`src/hw/rtl/bvc_pkg.sv`:
```
// Shared constants, types and table functions for the battery voltage to capacity gauge.
package bvc_pkg;

	localparam int unsigned VOLT_W  = 16;
	localparam int unsigned CAP_W   = 12;
	localparam int unsigned SEG_W   = 4;
	localparam int unsigned DELTA_W = 9;
	localparam int unsigned SPAN_W  = 9;
	localparam int unsigned PROD_W  = 16;
	localparam int unsigned RECIP_W = 12;
	localparam int unsigned RECIP_K = 16;
	localparam int unsigned QUOT_W  = 8;
	localparam int unsigned MULT_W  = PROD_W + RECIP_W;
	localparam int unsigned QD_W    = QUOT_W + SPAN_W;

	localparam int unsigned NUM_POINTS = 11;
	localparam int unsigned NUM_SEGS   = NUM_POINTS - 1;
	localparam logic [SEG_W-1:0] LAST_SEG = SEG_W'(NUM_SEGS - 1);

	localparam logic [7:0]       CAP_STEP = 8'd250;
	localparam logic [CAP_W-1:0] CAP_FULL = CAP_W'(2500);
	localparam logic [CAP_W-1:0] CAP_EMPTY = '0;

	localparam logic [VOLT_W-1:0] PT_TOP    = 16'd4170;
	localparam logic [VOLT_W-1:0] PT_BOTTOM = 16'd3200;

	// Per-item control that rides along the pipeline
	typedef struct packed {
		logic             valid;
		logic             above;
		logic             below;
		logic [SEG_W-1:0] seg;
	} tag_t;

	// Voltage table, descending
	function automatic logic [VOLT_W-1:0] point_mv(input logic [SEG_W-1:0] idx);
		logic [VOLT_W-1:0] r;
		case (idx)
			4'd0:    r = 16'd4170;
			4'd1:    r = 16'd4000;
			4'd2:    r = 16'd3880;
			4'd3:    r = 16'd3790;
			4'd4:    r = 16'd3700;
			4'd5:    r = 16'd3660;
			4'd6:    r = 16'd3600;
			4'd7:    r = 16'd3570;
			4'd8:    r = 16'd3520;
			4'd9:    r = 16'd3460;
			4'd10:   r = 16'd3200;
			default: r = 16'd3200;
		endcase
		return r;
	endfunction

	// Width of each segment in mV
	function automatic logic [SPAN_W-1:0] seg_span(input logic [SEG_W-1:0] seg);
		logic [SPAN_W-1:0] r;
		case (seg)
			4'd0:    r = 9'd170;
			4'd1:    r = 9'd120;
			4'd2:    r = 9'd90;
			4'd3:    r = 9'd90;
			4'd4:    r = 9'd40;
			4'd5:    r = 9'd60;
			4'd6:    r = 9'd30;
			4'd7:    r = 9'd50;
			4'd8:    r = 9'd60;
			4'd9:    r = 9'd260;
			default: r = 9'd260;
		endcase
		return r;
	endfunction

	// floor(2^RECIP_K / span); the estimate undershoots the true quotient by at most one
	function automatic logic [RECIP_W-1:0] seg_recip(input logic [SEG_W-1:0] seg);
		logic [RECIP_W-1:0] r;
		case (seg)
			4'd0:    r = 12'd385;
			4'd1:    r = 12'd546;
			4'd2:    r = 12'd728;
			4'd3:    r = 12'd728;
			4'd4:    r = 12'd1638;
			4'd5:    r = 12'd1092;
			4'd6:    r = 12'd2184;
			4'd7:    r = 12'd1310;
			4'd8:    r = 12'd1092;
			4'd9:    r = 12'd252;
			default: r = 12'd252;
		endcase
		return r;
	endfunction

	// Capacity at the upper point of a segment: 2500 - 250*seg
	function automatic logic [CAP_W-1:0] seg_base(input logic [SEG_W-1:0] seg);
		logic [CAP_W-1:0] r;
		case (seg)
			4'd0:    r = 12'd2500;
			4'd1:    r = 12'd2250;
			4'd2:    r = 12'd2000;
			4'd3:    r = 12'd1750;
			4'd4:    r = 12'd1500;
			4'd5:    r = 12'd1250;
			4'd6:    r = 12'd1000;
			4'd7:    r = 12'd750;
			4'd8:    r = 12'd500;
			4'd9:    r = 12'd250;
			default: r = 12'd250;
		endcase
		return r;
	endfunction

endpackage

```
`src/hw/rtl/bvc_seg_find.sv`:
```
// Stage 1: table compares, segment select and distance from the segment's upper point.
module bvc_seg_find (
	input  logic                              clk,
	input  logic                              arst_n,
	input  logic                              en,
	input  logic                              in_valid,
	input  logic [bvc_pkg::VOLT_W-1:0]        voltage_mv,
	output bvc_pkg::tag_t                     tag_s1,
	output logic [bvc_pkg::DELTA_W-1:0]       delta_s1
);

	logic [bvc_pkg::SEG_W-1:0]  seg;
	logic [bvc_pkg::VOLT_W-1:0] diff;
	logic                       above;
	logic                       below;

	always_comb begin
		above = voltage_mv > bvc_pkg::PT_TOP;
		below = voltage_mv < bvc_pkg::PT_BOTTOM;
		// smallest segment whose lower point is at or below the voltage
		seg = bvc_pkg::LAST_SEG;
		for (int i = bvc_pkg::NUM_SEGS - 1; i >= 0; i--) begin
			if (voltage_mv >= bvc_pkg::point_mv(bvc_pkg::SEG_W'(i + 1))) begin
				seg = bvc_pkg::SEG_W'(i);
			end
		end
		diff = bvc_pkg::point_mv(seg) - voltage_mv;
	end

	always_ff @(posedge clk or negedge arst_n) begin
		if (!arst_n) begin
			tag_s1 <= '0;
		end else if (en) begin
			tag_s1.valid <= in_valid;
			tag_s1.above <= above;
			tag_s1.below <= below;
			tag_s1.seg   <= seg;
		end
	end

	always_ff @(posedge clk) begin
		if (en) begin
			delta_s1 <= diff[bvc_pkg::DELTA_W-1:0];
		end
	end

endmodule

```
`src/hw/rtl/bvc_const_div.sv`:
```
// Stages 2 to 4: scale by the step and divide by the segment span through a reciprocal.
module bvc_const_div (
	input  logic                             clk,
	input  logic                             arst_n,
	input  logic                             en,
	input  bvc_pkg::tag_t                    tag_s1,
	input  logic [bvc_pkg::DELTA_W-1:0]      delta_s1,
	output bvc_pkg::tag_t                    tag_s4,
	output logic [bvc_pkg::PROD_W-1:0]       prod_s4,
	output logic [bvc_pkg::QUOT_W-1:0]       quot_s4,
	output logic [bvc_pkg::QD_W-1:0]         qd_s4
);

	bvc_pkg::tag_t                     tag_s2;
	bvc_pkg::tag_t                     tag_s3;
	logic [bvc_pkg::PROD_W-1:0]        prod_s2;
	logic [bvc_pkg::PROD_W-1:0]        prod_s3;
	logic [bvc_pkg::MULT_W-1:0]        mult_s3;
	logic [bvc_pkg::QUOT_W-1:0]        quot_est;

	assign quot_est = mult_s3[bvc_pkg::RECIP_K +: bvc_pkg::QUOT_W];

	always_ff @(posedge clk or negedge arst_n) begin
		if (!arst_n) begin
			tag_s2 <= '0;
			tag_s3 <= '0;
			tag_s4 <= '0;
		end else if (en) begin
			tag_s2 <= tag_s1;
			tag_s3 <= tag_s2;
			tag_s4 <= tag_s3;
		end
	end

	always_ff @(posedge clk) begin
		if (en) begin
			prod_s2      <= bvc_pkg::PROD_W'(delta_s1) * bvc_pkg::PROD_W'(bvc_pkg::CAP_STEP);

			prod_s3      <= prod_s2;
			mult_s3      <= bvc_pkg::MULT_W'(prod_s2) *
			                bvc_pkg::MULT_W'(bvc_pkg::seg_recip(tag_s2.seg));

			prod_s4      <= prod_s3;
			quot_s4      <= quot_est;
			// back-multiply the estimate to find the remainder in the next stage
			qd_s4        <= bvc_pkg::QD_W'(quot_est) *
			                bvc_pkg::QD_W'(bvc_pkg::seg_span(tag_s3.seg));
		end
	end

endmodule

```
`src/hw/rtl/battery_voltage_to_capacity.sv`:
```
// Top level: cell voltage in, remaining capacity out, five-stage pipeline.
//
//   channel  signals                         payload
//   in       in_valid / in_ready             voltage_mv [15:0]
//   out      out_valid / out_ready           capacity   [11:0]
//
// One item enters per cycle while the output is not stalled; each result is registered
// in stages 1 to 5 before it is valid at the output. Stage 1 compares against the table,
// stages 2 to 4 scale and divide by the segment span with a reciprocal multiply, stage 5
// corrects the quotient and holds the result. Reset clears the stage tags and the output
// valid, not the data path. A stall at the output freezes every stage at once,
// so in_ready follows out_ready whenever the output register holds a result.
module battery_voltage_to_capacity (
	input  logic                          clk,
	input  logic                          arst_n,
	input  logic                          in_valid,
	output logic                          in_ready,
	input  logic [bvc_pkg::VOLT_W-1:0]    voltage_mv,
	output logic                          out_valid,
	input  logic                          out_ready,
	output logic [bvc_pkg::CAP_W-1:0]     capacity
);

	logic                              en;
	bvc_pkg::tag_t                     tag_s1;
	bvc_pkg::tag_t                     tag_s4;
	logic [bvc_pkg::DELTA_W-1:0]       delta_s1;
	logic [bvc_pkg::PROD_W-1:0]        prod_s4;
	logic [bvc_pkg::QUOT_W-1:0]        quot_s4;
	logic [bvc_pkg::QD_W-1:0]          qd_s4;
	logic [bvc_pkg::QD_W-1:0]          rem;
	logic [bvc_pkg::SPAN_W-1:0]        span;
	logic [bvc_pkg::QUOT_W-1:0]        quot;
	logic [bvc_pkg::CAP_W-1:0]         cap_next;
	logic                              valid_s5;
	logic [bvc_pkg::CAP_W-1:0]         cap_s5;

	assign en       = !valid_s5 || out_ready;
	assign in_ready = en;

	bvc_seg_find u_seg_find (
		.clk        (clk),
		.arst_n     (arst_n),
		.en         (en),
		.in_valid   (in_valid),
		.voltage_mv (voltage_mv),
		.tag_s1     (tag_s1),
		.delta_s1   (delta_s1)
	);

	bvc_const_div u_const_div (
		.clk      (clk),
		.arst_n   (arst_n),
		.en       (en),
		.tag_s1   (tag_s1),
		.delta_s1 (delta_s1),
		.tag_s4   (tag_s4),
		.prod_s4  (prod_s4),
		.quot_s4  (quot_s4),
		.qd_s4    (qd_s4)
	);

	always_comb begin
		span = bvc_pkg::seg_span(tag_s4.seg);
		rem  = bvc_pkg::QD_W'(prod_s4) - qd_s4;
		// reciprocal estimate is low by at most one
		quot = (rem >= bvc_pkg::QD_W'(span)) ? quot_s4 + 1'b1 : quot_s4;
		if (tag_s4.above) begin
			cap_next = bvc_pkg::CAP_FULL;
		end else if (tag_s4.below) begin
			cap_next = bvc_pkg::CAP_EMPTY;
		end else begin
			cap_next = bvc_pkg::seg_base(tag_s4.seg) - bvc_pkg::CAP_W'(quot);
		end
	end

	always_ff @(posedge clk or negedge arst_n) begin
		if (!arst_n) begin
			valid_s5 <= 1'b0;
		end else if (en) begin
			valid_s5 <= tag_s4.valid;
		end
	end

	always_ff @(posedge clk) begin
		if (en) begin
			cap_s5 <= cap_next;
		end
	end

	assign out_valid = valid_s5;
	assign capacity  = cap_s5;

	a_cap_range: assert property (@(posedge clk) disable iff (!arst_n)
		out_valid |-> capacity <= bvc_pkg::CAP_FULL)
		else $error("capacity above full scale");

	a_rem_bound: assert property (@(posedge clk) disable iff (!arst_n)
		(tag_s4.valid && !tag_s4.above && !tag_s4.below) |->
		rem < (bvc_pkg::QD_W'(span) << 1))
		else $error("reciprocal estimate off by more than one");

	a_flags_excl: assert property (@(posedge clk) disable iff (!arst_n)
		tag_s1.valid |-> !(tag_s1.above && tag_s1.below))
		else $error("voltage flagged both above and below the table");

	a_stall_freeze: assert property (@(posedge clk) disable iff (!arst_n)
		(tag_s4.valid && out_valid && !out_ready) |=> $stable(qd_s4) && tag_s4.valid)
		else $error("pipeline advanced during a stall");

endmodule

```
`config.mk`:
```
export PLATFORM = sky130hd
export DESIGN_NAME = battery_voltage_to_capacity
export DESIGN_NICKNAME = d
export VERILOG_FILES = /design/src/hw/rtl/bvc_pkg.sv /design/src/hw/rtl/bvc_seg_find.sv /design/src/hw/rtl/bvc_const_div.sv /design/src/hw/rtl/battery_voltage_to_capacity.sv
export SDC_FILE = /design/constraint.sdc
export NUM_CORES = 1
export LEC_CHECK = 0
export ABC_AREA = 1
export BUFFER_PORTS_ARGS = -buffer_cell sky130_fd_sc_hd__buf_2
export CAP_MARGIN = 20
export CELL_PAD_IN_SITES_DETAIL_PLACEMENT = 0
export CELL_PAD_IN_SITES_GLOBAL_PLACEMENT = 1
export CORE_UTILIZATION = 50
export CTS_CLUSTER_DIAMETER = 40
export DETAILED_ROUTE_END_ITERATION = 7
export PLACE_DENSITY = 0.94
export SLEW_MARGIN = 25
export SYNTH_ARGS = -nofsm -noshare
export SYNTH_HDL_FRONTEND = slang
export SYNTH_SLANG_ARGS = --single-unit
```
`constraint.sdc`:
```
create_clock -name clk -period 8.2 [get_ports clk]
set_clock_uncertainty 0.1 [all_clocks]
set_input_delay 2.05 -clock clk [delete_from_list [all_inputs] [get_ports clk]]
set_output_delay 2.05 -clock clk [all_outputs]
set_load 0.02 [all_outputs]
```
Yosys cells after proc, flatten, opt, wreduce, memory -nomap -nowiden

Memory sizes are Yosys's and may differ from the RTL's.
Cells that the tools add are included.

$add $sub $neg: 4
$mul: 3
Div/mod/pow operators: 0
Magnitude comparators: 12
Eq/ne operators: 0
Shift operators: 0
Mux-type cells: 15
Bitwise gates (word level): 0
Reduce and logical (&&, ||, !) cells: 3

Operator list:

| kind                 | number |
|---|---|
| $ge 16x12->1 const B | 9 |
| $mux 12              | 4 |
| $mux 4               | 8 |
| $mul 15x12->23       | 1 |
| $ge 17x9->1          | 1 |
| $mul 8x9->17         | 1 |
| $sub 16x17->17       | 1 |
| $gt 16x13->1 const B | 1 |
| $lt 16x12->1 const B | 1 |
| $mul 9x7->15 const B | 1 |
| $sub 12x8->12        | 1 |
| $mux 9               | 1 |
| $sub 9x9->9          | 1 |
| $add 8x1->8 const B  | 1 |
| $mux 8               | 1 |
| $reduce_or 2->1      | 1 |
| $logic_not 1->1      | 1 |
| $logic_or 1x1->1     | 1 |
| $mux 1               | 1 |

Register bits after elaboration: 143
Bits in latches: 0
Memory bits (writable): 0
Memory bits (read-only): 784
Input port bits: 20
Output and inout bits: 14
Word-level logic and storage cells: 68
Memories kept: 5

Memories:

| name            | words | width | read ports | clocked after Yosys merged registers in | wr ports | RTL line      | text |
|---|---|---|---|---|---|---|---|
| (no name shown) | 16    | 12    | 1          | 0                                       | 0        | bvc_pkg.sv:77 | `case (seg)` |
| (no name shown) | 16    | 12    | 1          | 0                                       | 0        | bvc_pkg.sv:38 | `case (idx)` |
| (no name shown) | 16    | 9     | 1          | 0                                       | 0        | bvc_pkg.sv:96 | `case (seg)` |
| (no name shown) | 16    | 8     | 1          | 0                                       | 0        | bvc_pkg.sv:58 | `case (seg)` |
| (no name shown) | 16    | 8     | 1          | 0                                       | 0        | bvc_pkg.sv:58 |  |

Longest topological paths before layout

Gate-level depths: netlist (run 1).
An unclocked memory read counts as a cell.

Depth in word-level cells: 12
Gate-level depth with buffers: 31

Modules after synthesis

From an unflattened synthesis (run 1), not the netlist that was laid out.

Cells, all modules: 2034
Area, all modules: 16423.3 um^2

By module, submodules not included:

| module                      | times used | cells an instance | area an instance (um^2) | seq. area each (um^2) |
|---|---|---|---|---|
| bvc_const_div               | 1          | 1368              | 12248.0                 | 2837.7 |
| battery_voltage_to_capacity | 1          | 484               | 2830.2                  | 385.4 |
| bvc_seg_find                | 1          | 182               | 1345.0                  | 445.4 |

Least setup slack after synthesis (run 1)

Ideal clock, no wire load.

Path type: input -> output
Start: input out_ready
End: output in_ready
Arrival time: 5252 ps
Setup slack: 798 ps
Stages on the path: 3
Path buffers: 1
Cells stage by stage: nor2_1 > inv_1 > clkbuf_1

Cells in the longest elaborated chain, start to end: 1

Ends and longest elaborated chain:

| what             | RTL line                          | text |
|---|---|---|
| from (decl)      | battery_voltage_to_capacity.sv:20 | `input logic out_ready,` |
| $logic_or 1x1->1 | battery_voltage_to_capacity.sv:38 | `assign en = !valid_s5 \|\| out_ready;` |
| to (decl)        | battery_voltage_to_capacity.sv:17 | `output logic in_ready,` |

Every way passes these cells.

Worst setup path after layout (run 1)

Start: register u_const_div.tag_s2[1] (netlist name)
End: register u_const_div.mult_s3[23] (netlist name), data pin

Cells in the longest elaborated chain, start to end: 3

Ends and longest elaborated chain:

| what                   | RTL line            | text |
|---|---|---|
| from (decl)            | bvc_const_div.sv:14 | `bvc_pkg::tag_t tag_s2;` |
| from (signal assigned) | bvc_const_div.sv:29 | `tag_s2 <= tag_s1;` |
| $mem_v2 16x12          | -                   |  |
| $mux 12                | bvc_const_div.sv:36 | `if (en) begin` |
| $mul 15x12->23         | bvc_const_div.sv:40 | `mult_s3 <= bvc_pkg::MULT_W'(prod_s2) *` |
| to (signal assigned)   | bvc_const_div.sv:40 |  |
| to (decl)              | bvc_const_div.sv:18 | `logic [bvc_pkg::MULT_W-1:0] mult_s3;` |

Every way passes these cells. The select of a mux whose other input is x is not followed.
A chain may end at the register's enable or synchronous reset.

==> results of run 1 <==
-- sequential cells by signal (all words and copies together), names as in the netlist, 8 cells and up --
name / count
u_const_div.prod_s2: 15
u_const_div.prod_s4: 15
u_const_div.prod_s3: 15
capacity: 12
u_const_div.mult_s3: 8
u_const_div.quot_s4: 8
u_seg_find.delta_s1: 9
u_const_div.qd_s4: 16
-- logic make-up after synthesis --
family | after synthesis
XOR/XNOR | 62
multiplexers | 1
buffers and inverters | 469
flip-flops | 127
adder cells (fa/ha/maj) | 362
AO/OA/AOI/OAI | 164
AND/OR/NAND/NOR | 694
-- area by class of cell --
cell class / count / area, um^2
Clock buffer: 17 / 425
Inverter: 440 / 1650
Clock inverter: 13 / 124
Fill cell: 2786 / 13900
Tap cell: 396 / 495
Multi-Input combinational cell: 1283 / 10200
Timing Repair Buffer: 38 / 203
Sequential cell: 127 / 3670
-- worst max path at each step --
stage                                                  from                                end  slack (ps)  cells past startpoint
after floorplan                                   out_ready                           in_ready         800                      3
after global placement                       voltage_mv[13]   u_seg_find.delta_s1[8]$_DFFE_PP_        1970                     24
after detailed placement                     voltage_mv[13]   u_seg_find.delta_s1[8]$_DFFE_PP_        1750                     24
after CTS                 u_const_div.tag_s2[1]$_DFFE_PN0P_  u_const_div.mult_s3[23]$_DFFE_PP_        1950                     21
after global routing      u_const_div.tag_s2[1]$_DFFE_PN0P_  u_const_div.mult_s3[19]$_DFFE_PP_        1580                     26
final                     u_const_div.tag_s2[1]$_DFFE_PN0P_  u_const_div.mult_s3[23]$_DFFE_PP_        1900                     21
-- layer usage --
metal  vias to the layer above  part of all wire [%]  track usage, %
met4                         0                   2.6            7.24
met3                        74                   6.1            4.26
li1                       5808                     -               -
met1                      5740                    45            31.3
met2                       359                    47            39.0
met5                         -                     0               0
-- metrics by stage --
stage	setup slack (ps)	hold slack, ps	utilization [%]	area [um^2]
2_1_floorplan	798	300	-	15700
3_3_place_gp	1970	304	52.9	16300
4_1_cts	1950	317	54.7	16800
5_1_grt	1580	324	54.7	16800
3_5_place_dp	1750	305	52.9	16300
6_report	1900	318	54.7	16800
-- cells in the mapped netlist, drive strengths merged --
cell type	count
nor4	5
a31o	1
fa	188
o211ai	4
nor3	13
o31ai	2
o22ai	1
buf	5
xor2	48
and2	3
a221oi	1
clkbuf	24
clkinv	3
o21a	2
nor2	159
o21ai	67
a21o	1
o211a	1
a21boi	1
mux2i	1
ha	174
dfrtp	29
nand4	15
o21bai	5
a31oi	4
a211oi	2
a21oi	70
nand3	54
xnor2	14
nand2	442
edfxtp	98
o2111ai	2
or2	3
inv	437
==> summary.txt, run 1 <==
Outcome
  • Status: complete, no violations

Die
  • Chip Width: 179 um
  • Initial core utilization: 51.0%
  • Die H: 179 um
  • Die ar.: 32100 um^2
  • CORE AREA: 30700 um^2
  • FP Rows: 64
  • Top Ports: 34

Setup path
  • Setup slack, reg-to-reg: 1900 ps
  • CP Buf/Inv Count: 4
  • Launching point of the worst reg2reg path: u_const_div.tag_s2[1]$_DFFE_PN0P_
  • Required time of the critical path: 8270 ps
  • Critical path's slowest cell: fa_1
  • Crit start category: flip-flop
  • R2r worst-path depth: 21
  • Most frequent CP cell: fa_1
  • Crit Path Class: reg -> reg
  • Maximum fanout along the worst path: 14
  • Arr. time, crit path: 6360 ps
  • Crit-path leading delay family: adder cells
  • Reg2reg end: u_const_div.mult_s3[23]$_DFFE_PP_
  • Cell chain of the critical path: inv_1 -> ha_1 -> nand2_1 -> o21ai_0 -> o21ai_0 -> nand2_1 -> nand2_1 -> fa_1 -> inv_1 -> fa_1 -> fa_1 -> fa_1 -> inv_1 -> fa_1 -> inv_1 -> ha_1 -> a21oi_1 -> o21ai_0 -> a211oi_1 -> o2111ai_1 -> xor2_1
  • Largest stage delay, worst path: 560 ps
  • Critical path capture point type: flip-flop

Logic synthesis
  • Sequential share of the synthesized area: 23.4%
  • Syn avg cell area: 8.34 um^2
  • Synth Area in Compound Gates: 5.72%
  • Synth Area in XOR/XNOR: 3.46%
  • Yosys warnings: 0
  • Syn Nets: 2261
  • Post-Synth Adder-Cell Area: 37.9%
  • Synth area leader: fa_1
  • Simple logic cell fraction of the synthesized area: 18.2%
  • Synth cell types: 48
  • Top-area cell type share of the netlist area: 24.0%
  • Mux cell area share after synthesis: 0.0639%
  • FF+latch count, synth: 127
  • Top post-synthesis cells by area: fa_1 24%, edfxtp_1 19%, ha_1 14%
  • Combinational family with the most area after synthesis: adder cells
  • Cells after Synth: 1879
  • Synthesized area: 15700 um^2

Placed design
  • Routability cong.: 0.919
  • Dpl hpwl: 28.2 mm
  • PortBufs: 33
  • Placed cell count: 2284

GRT
  • Aggregate global-route resource usage: 23.6%
  • Global route overflow: 0
  • First-pass GRT wire length: 58.5 mm
  • Number of global-route vias before repair: 12300
  • Largest net degree at the start of global routing: 65
  • Initial antenna violation count: 0

Timing
  • Tmin final: 6300 ps
  • Max Slew Vio Count: 0
  • Worst-Margin Slew: 830 ps
  • RSZ-0062 raised after global routing: false
  • Final hold viol count: 0
  • Fin crit share: 76.8%
  • Setup Viol. Count Final: 0
  • Setup_tns: 0 ps
  • Slew margin rel.: 44.3%
  • Fmax: 0.159 GHz

Clocking
  • CTS tree: done
  • Sink Count: 127
  • Post-CTS resize count: 0
  • Clock tree root driver cell: clkbuf_16
  • Hold Buf Count CTS: 0
  • Clock slew at reported path FFs: 60 ps
  • Cts bufs inserted: 17
  • Worst-Skew Late Latency: 420 ps
  • Setup Buffers After CTS: 0
  • Clock Path Buffers: 2
  • Number of H-tree levels: 4

Min path
  • Hold crit path type: reg -> reg
  • Hold Crit Start: u_const_div.prod_s3[14]$_DFFE_PP_
  • WHS Path Cells: 0
  • Hold endpoint: u_const_div.prod_s4[14]$_DFFE_PP_

Cells and area
  • Nets@finish: 2289
  • Share of cells above drive strength 1: 5.27%
  • ANT cells: 0
  • Commonest non-fill, non-tap cells in the layout: 433 x inv_1, 431 x nand2_1, 188 x fa_1
  • Commonest non-fill, non-tap cell in the layout: inv_1
  • Final std cells w/o fill: 2314
  • Area Overhead vs Synth: 7.27%

Route
  • DRT Pass-1 Iters: 6
  • 1st-iter DRT viols: 709
  • Via density: 5.18
  • # DRC: 0
  • Post-Route WL: 34.7 mm
  • Wire length per cell: 15.0 um
  • Vias: 12000
  • Final ANT Viol Nets: 0

Job
  • Max Cap Viol: 0
Power of run 1 is not shown: default switching activity piles up to over one toggle a cycle in this logic, so the estimate is an artifact.
==> inputs of run 2 (changes only) <==
Settings changed: CORE_UTILIZATION 50 to 45, PLACE_DENSITY 0.94 to 0.89.
Clock period 8.2 ns to 5.6 ns, I/O delays scaled along.
==> run 2 against run 1 <==
Against the previous run: wire length up 7.0%; worst setup slack worse by 1900 ps; die area rose by 11%; first-iteration DRC count is 16% higher; register-to-register slack lost 1900 ps; sequential share of layout area shrank 1.6 points; global-route usage down 2.5 points; critical endpoint unchanged.
==> summary.txt, run 2 (synthesized netlist as in run 1, its figures left out) <==
Timing
  • Fmax: 0.180 GHz
  • Final hold viol count: 0
  • Max Slew Vio Count: 0
  • Worst-Margin Slew: 892 ps
  • Setup Viol. Count Final: 0
  • Setup_tns: 0 ps
  • Final hold slack: 319 ps
  • Slew margin rel.: 39.9%
  • Tmin final: 5560 ps
  • Fin crit share: 99.2%

Die
  • Die ar.: 35600 um^2
  • Top Ports: 34
  • Chip Width: 189 um
  • FP Rows: 67
  • Die H: 189 um
  • Initial core utilization: 46.3%
  • CORE AREA: 33900 um^2

Placed design
  • Routability cong.: 0.913
  • Area after DPL: 16800 um^2
  • Dpl hpwl: 29.8 mm
  • Placed cell count: 2393
  • PortBufs: 33

Min path
  • Hold Crit Start: u_const_div.prod_s3[13]$_DFFE_PP_
  • Hold crit path type: reg -> reg
  • WHS Path Cells: 0

Cells and area
  • Register bank with the most flops: u_const_div.qd_s4
  • Max reg flops: 16
  • Area Overhead vs Synth: 15.8%
  • Share of cells above drive strength 1: 14.2%
  • ANT cells: 0
  • Finished Cell Area: 18200 um^2
  • Commonest non-fill, non-tap cell in the layout: inv_1
  • Nets@finish: 2371
  • Commonest non-fill, non-tap cells in the layout: 414 x inv_1, 409 x nand2_1, 184 x fa_1
  • Fillcell total: 3021
  • Final std cells w/o fill: 2450

Setup path
  • Largest stage delay, worst path: 540 ps
  • CP startpoint: u_const_div.tag_s2[0]$_DFFE_PN0P_
  • Crit start category: flip-flop
  • Most frequent CP cell: fa_1
  • Cell chain of the critical path: inv_2 -> ha_1 -> o21ai_1 -> buf_4 -> buf_12 -> buf_4 -> nand2_1 -> nor2_2 -> fa_1 -> inv_1 -> fa_1 -> fa_1 -> inv_1 -> fa_1 -> ha_1 -> ha_1 -> nand2_1 -> nor2_1 -> nand2_1 -> o2111ai_2 -> xor2_1
  • R2r worst-path depth: 21
  • Required time of the critical path: 5650 ps
  • Arr. time, crit path: 5610 ps
  • Critical path's slowest cell: fa_1
  • Launching point of the worst reg2reg path: u_const_div.tag_s2[0]$_DFFE_PN0P_
  • Critical path capture point type: flip-flop
  • Crit Path Class: reg -> reg
  • Maximum fanout along the worst path: 9

Route
  • 1st-iter DRT viols: 821
  • Wire length per cell: 15.2 um
  • Via density: 5.06
  • Post-Route WL: 37.1 mm
  • Vias: 12400
  • Final ANT Viol Nets: 0
  • DRT Pass-1 Iters: 6
  • # DRC: 0

Clocking
  • Cts bufs inserted: 17
  • Hold Buf Count CTS: 0
  • Sink Count: 127
  • Clock tree root driver cell: clkbuf_16
  • Clock slew at reported path FFs: 60 ps
  • Worst-Skew Late Latency: 420 ps
  • CTS tree: done
  • Clock Path Buffers: 2
  • Number of H-tree levels: 4

GRT
  • Number of global-route vias before repair: 12400
  • Largest net degree at the start of global routing: 73
  • Global route overflow: 0
  • First-pass GRT wire length: 59.9 mm
  • Aggregate global-route resource usage: 21.1%
  • Initial antenna violation count: 0

Outcome
  • Status: complete, no violations

Job
  • Max Cap Viol: 0
## run 2: through the flow
stage | setup WS (ps) | util (%)
detailed placement | -162 | 49.6
global placement | -26.3 | 49.6
finish | 43.1 | 53.6
floorplan | 42.6 | -
global route | -71.8 | 53.6
CTS | -15.4 | 51.7
## run 2: cell type report
class / count / area (um^2) / area share (%)
Tap cell: 448 / 561 / 3.09
Timing Repair Buffer: 119 / 893 / 4.92
Timing Repair inverter: 1 / 5.00 / 0.0276
Sequential cell: 127 / 3670 / 20.2
Multi-Input combinational cell: 1283 / 10700 / 59.2
Inverter: 440 / 1670 / 9.21
Clock buffer: 18 / 429 / 2.36
Clock inverter: 14 / 180 / 0.993
## run 2: repair_timing
item,in CTS,in global routing
gates cloned,0,2
resized for setup,20,112
pin swaps,7,64
setup buffers,3,20
endpoints found under the setup margin,8,12
## run 2: layer usage
layer / GRT usage, % / vias to the layer above / part of all wire, %
li1: - / 5991 / -
met1: 28.8 / 6008 / 45
met2: 34.4 / 336 / 47
met3: 2.94 / 74 / 5.3
met4: 7.26 / 0 / 3.1
met5: 0 / - / 0
## run 2: worst paths after layout
kind / to / slack (ps)
worst min register to register: u_const_div.prod_s4[13]$_DFFE_PP_ / 320
worst min-delay path: u_const_div.prod_s4[13]$_DFFE_PP_ / 320
min in group asynchronous: u_const_div.tag_s4[4]$_DFFE_PN0P_ / 910
worst max register to register: u_const_div.mult_s3[23]$_DFFE_PP_ / 40
worst max-delay path: u_const_div.mult_s3[23]$_DFFE_PP_ / 40
max in group asynchronous: u_const_div.tag_s2[2]$_DFFE_PN0P_ / 4040
## run 2: worst max-delay path: cells and delay by family, from the launching register on
family	cells	cell delay, ps
buffers and inverters	6	700
adder cells (fa/ha/maj)	7	2950
XOR/XNOR	1	100
AO/OA/AOI/OAI	2	270
AND/OR/NAND/NOR	5	750
flip-flops	1	400
Power of run 2 is left out for the same reason.
==> inputs of run 3 (changes only) <==
Settings changed: ABC_AREA 1 to 0, CORE_UTILIZATION 45 to 47, PLACE_DENSITY 0.89 to 0.9.
==> run 3 against run 2 <==
Against the previous run: the run now ends with setup timing left; final cell count fell by 12%; count of clock-buffer cells in the layout did not move; hold slack got worse by 1.1 ps; area after synthesis fell by 3.3%; largest cell class unchanged.
==> summary.txt, run 3 <==
Job
  • Max Cap Viol: 0

Clocking
  • Cts bufs inserted: 17
  • Clock tree root driver cell: clkbuf_16
  • Hold Buf Count CTS: 0
  • Clock Path Buffers: 2
  • Number of H-tree levels: 4
  • Sink Count: 127
  • CTS tree: done
  • Worst-Skew Late Latency: 420 ps
  • Clock slew at reported path FFs: 60 ps

Cells and area
  • Max reg flops: 16
  • Register bank with the most flops: u_const_div.qd_s4
  • ANT cells: 0
  • Commonest non-fill, non-tap cell in the layout: inv_1
  • Share of cells above drive strength 1: 19.1%
  • Nets@finish: 2119
  • Area Overhead vs Synth: 19.8%
  • Final std cells w/o fill: 2152
  • Commonest non-fill, non-tap cells in the layout: 279 x inv_1, 216 x nand2_1, 171 x fa_1

Setup path
  • Crit start category: flip-flop
  • Critical path capture point type: flip-flop
  • Required time of the critical path: 5670 ps
  • Maximum fanout along the worst path: 4
  • Crit Path Class: reg -> reg
  • Arr. time, crit path: 6100 ps

Logic synthesis
  • Cells after Synth: 1585
  • Top-area cell type share of the netlist area: 24.8%
  • Most frequent cells after synthesis: 292 x inv_1, 235 x nand2_1, 188 x fa_1
  • Top post-synthesis cells by area: fa_1 25%, edfxtp_1 19%, ha_1 14%
  • Synthesized area: 15200 um^2
  • Synth area leader: fa_1
  • Syn Nets: 1967
  • Sequential share of the synthesized area: 24.2%
  • FF+latch count, synth: 127
  • Yosys warnings: 0
  • Async SR Flop Fraction: 22.8%
  • Syn avg cell area: 9.56 um^2
  • Synth Flop Type: edfxtp_1
  • Top-count cell post-synth: inv_1
  • Synth cell types: 70
  • Number of synthesized flops with an enable pin: 98

Die
  • Initial core utilization: 47.9%
  • CORE AREA: 31600 um^2
  • Top Ports: 34
  • Chip Width: 182 um
  • FP Rows: 65
  • Die H: 182 um
  • Die ar.: 33000 um^2

Route
  • Wire length per cell: 16.4 um
  • Vias: 11400
  • # DRC: 0
  • 1st-iter DRT viols: 664
  • Final ANT Viol Nets: 0
  • Post-Route WL: 35.2 mm
  • Via density: 5.30
  • DRT Pass-1 Iters: 5

Placed design
  • Dpl hpwl: 26.2 mm
  • PortBufs: 33
  • Routability cong.: 0.890
  • Placed cell count: 2079

Timing
  • Final WS setup: -431 ps
  • Fmax: 0.166 GHz
  • Worst-Margin Slew: 907 ps
  • Tmin final: 6030 ps
  • Slew margin rel.: 39.5%
  • RSZ-0062 raised after global routing: true
  • Setup Viol. Count Final: 8
  • Final hold viol count: 0
  • Fin crit share: 108%
  • Max Slew Vio Count: 0

Outcome
  • Status: complete, but fails checks
  • Failing checks: setup timing

GRT
  • Number of global-route vias before repair: 12100
  • Initial antenna violation count: 0
  • Aggregate global-route resource usage: 22.4%
  • First-pass GRT wire length: 58.7 mm
  • Largest net degree at the start of global routing: 75
  • Global route overflow: 0

Min path
  • Hold crit path type: reg -> reg
[run 3: changes by cell type in the layout (fill, tap and decap cells not counted), sizes merged, moves of 31 or more]
cell,delta
xor2,-31
nor2,-105
nand2,-206
inv,-146
and2,+81
nand3,-37
buf,+57
xnor2,+36
[run 3: path summary, 6_finish.rpt]
path | startpoint | to | slack (ps) | cells past startpoint
max | u_const_div.tag_s2[1]$_DFFE_PN0P_ | u_const_div.mult_s3[21]$_DFFE_PP_ | -430 | 25
min | u_const_div.prod_s3[1]$_DFFE_PP_ | u_const_div.prod_s4[1]$_DFFE_PP_ | 320 | 0
max reg2reg | u_const_div.tag_s2[1]$_DFFE_PN0P_ | u_const_div.mult_s3[21]$_DFFE_PP_ | -430 | 25
min reg2reg | u_const_div.prod_s3[1]$_DFFE_PP_ | u_const_div.prod_s4[1]$_DFFE_PP_ | 320 | 0
max in group asynchronous | arst_n | u_const_div.tag_s2[3]$_DFFE_PN0P_ | 4010 | 1
min in group asynchronous | arst_n | u_const_div.tag_s4[4]$_DFFE_PN0P_ | 910 | 1
[run 3: what timing repair did]
item,CTS,global route
gates resized for setup,80,57
cloned,4,0
pin swaps,60,41
buffers inserted,26,12
setup endpoints to repair,7,18
[run 3: cell families (layout without fill, tap and decap cells)]
logic type / Yosys count / count (layout) / share of synthesized area (%)
flops: 127 / 127 / 24.2
xor+xnor: 67 / 67 / 3.92
compound gates: 213 / 215 / 9.17
simple gates: 471 / 471 / 14.6
buf+inv: 337 / 500 / 8.34
mux: 8 / 8 / 0.553
fa+ha+maj: 362 / 362 / 39.2
[run 3: area by class of cell]
type / count / area (um^2)
clock inverters: 14 / 239
multi-input cells: 1123 / 10800
inverters: 293 / 1110
well taps: 402 / 503
fillers: 2507 / 13500
repair buffers: 175 / 1420
clock buffers: 18 / 429
flip-flops and latches: 127 / 3670
[run 3: metrics by stage]
| stage | setup TNS, ps | hold WS, ps | instance area (um^2) | utilization [%] | setup slack (ps) |
|---|---|---|---|---|---|
| after floorplan | -485 | 300 | 15400 | - | -257 |
| after global placement | -1460 | 301 | 16600 | 52.6 | -450 |
| after detailed placement | -1950 | 305 | 16600 | 52.6 | -506 |
| after CTS | -810 | 319 | 17900 | 56.5 | -251 |
| after global routing | -3270 | 322 | 18200 | 57.4 | -608 |
| final | -1910 | 318 | 18200 | 57.4 | -431 |
[run 3: routing by layer]
layer / routed length [um] / global-route usage [%] / up-vias
li1: - / - / 5398
met1: 14600 / 27.6 / 5649
met2: 18300 / 40.6 / 279
met3: 1460 / 2.75 / 74
met4: 864 / 7.32 / 0
met5: 0 / 0 / -
[run 3: critical path, cell delays in order (launching register included)]
cell	delay, ps
dfrtp_1	410
buf_6	160
ha_4	150
nand2_4	70
buf_6	140
a21oi_4	190
buf_12	140
nand2_2	60
fa_2	540
inv_1	60
fa_2	570
fa_2	440
fa_1	490
inv_1	50
fa_1	530
inv_1	50
ha_2	180
a21o_1	170
a21oi_2	180
o221ai_2	140
o41ai_2	250
buf_4	210
buf_6	100
o21bai_4	80
a211oi_2	240
nor2_1	70
Power of run 3 is left out for the same reason.
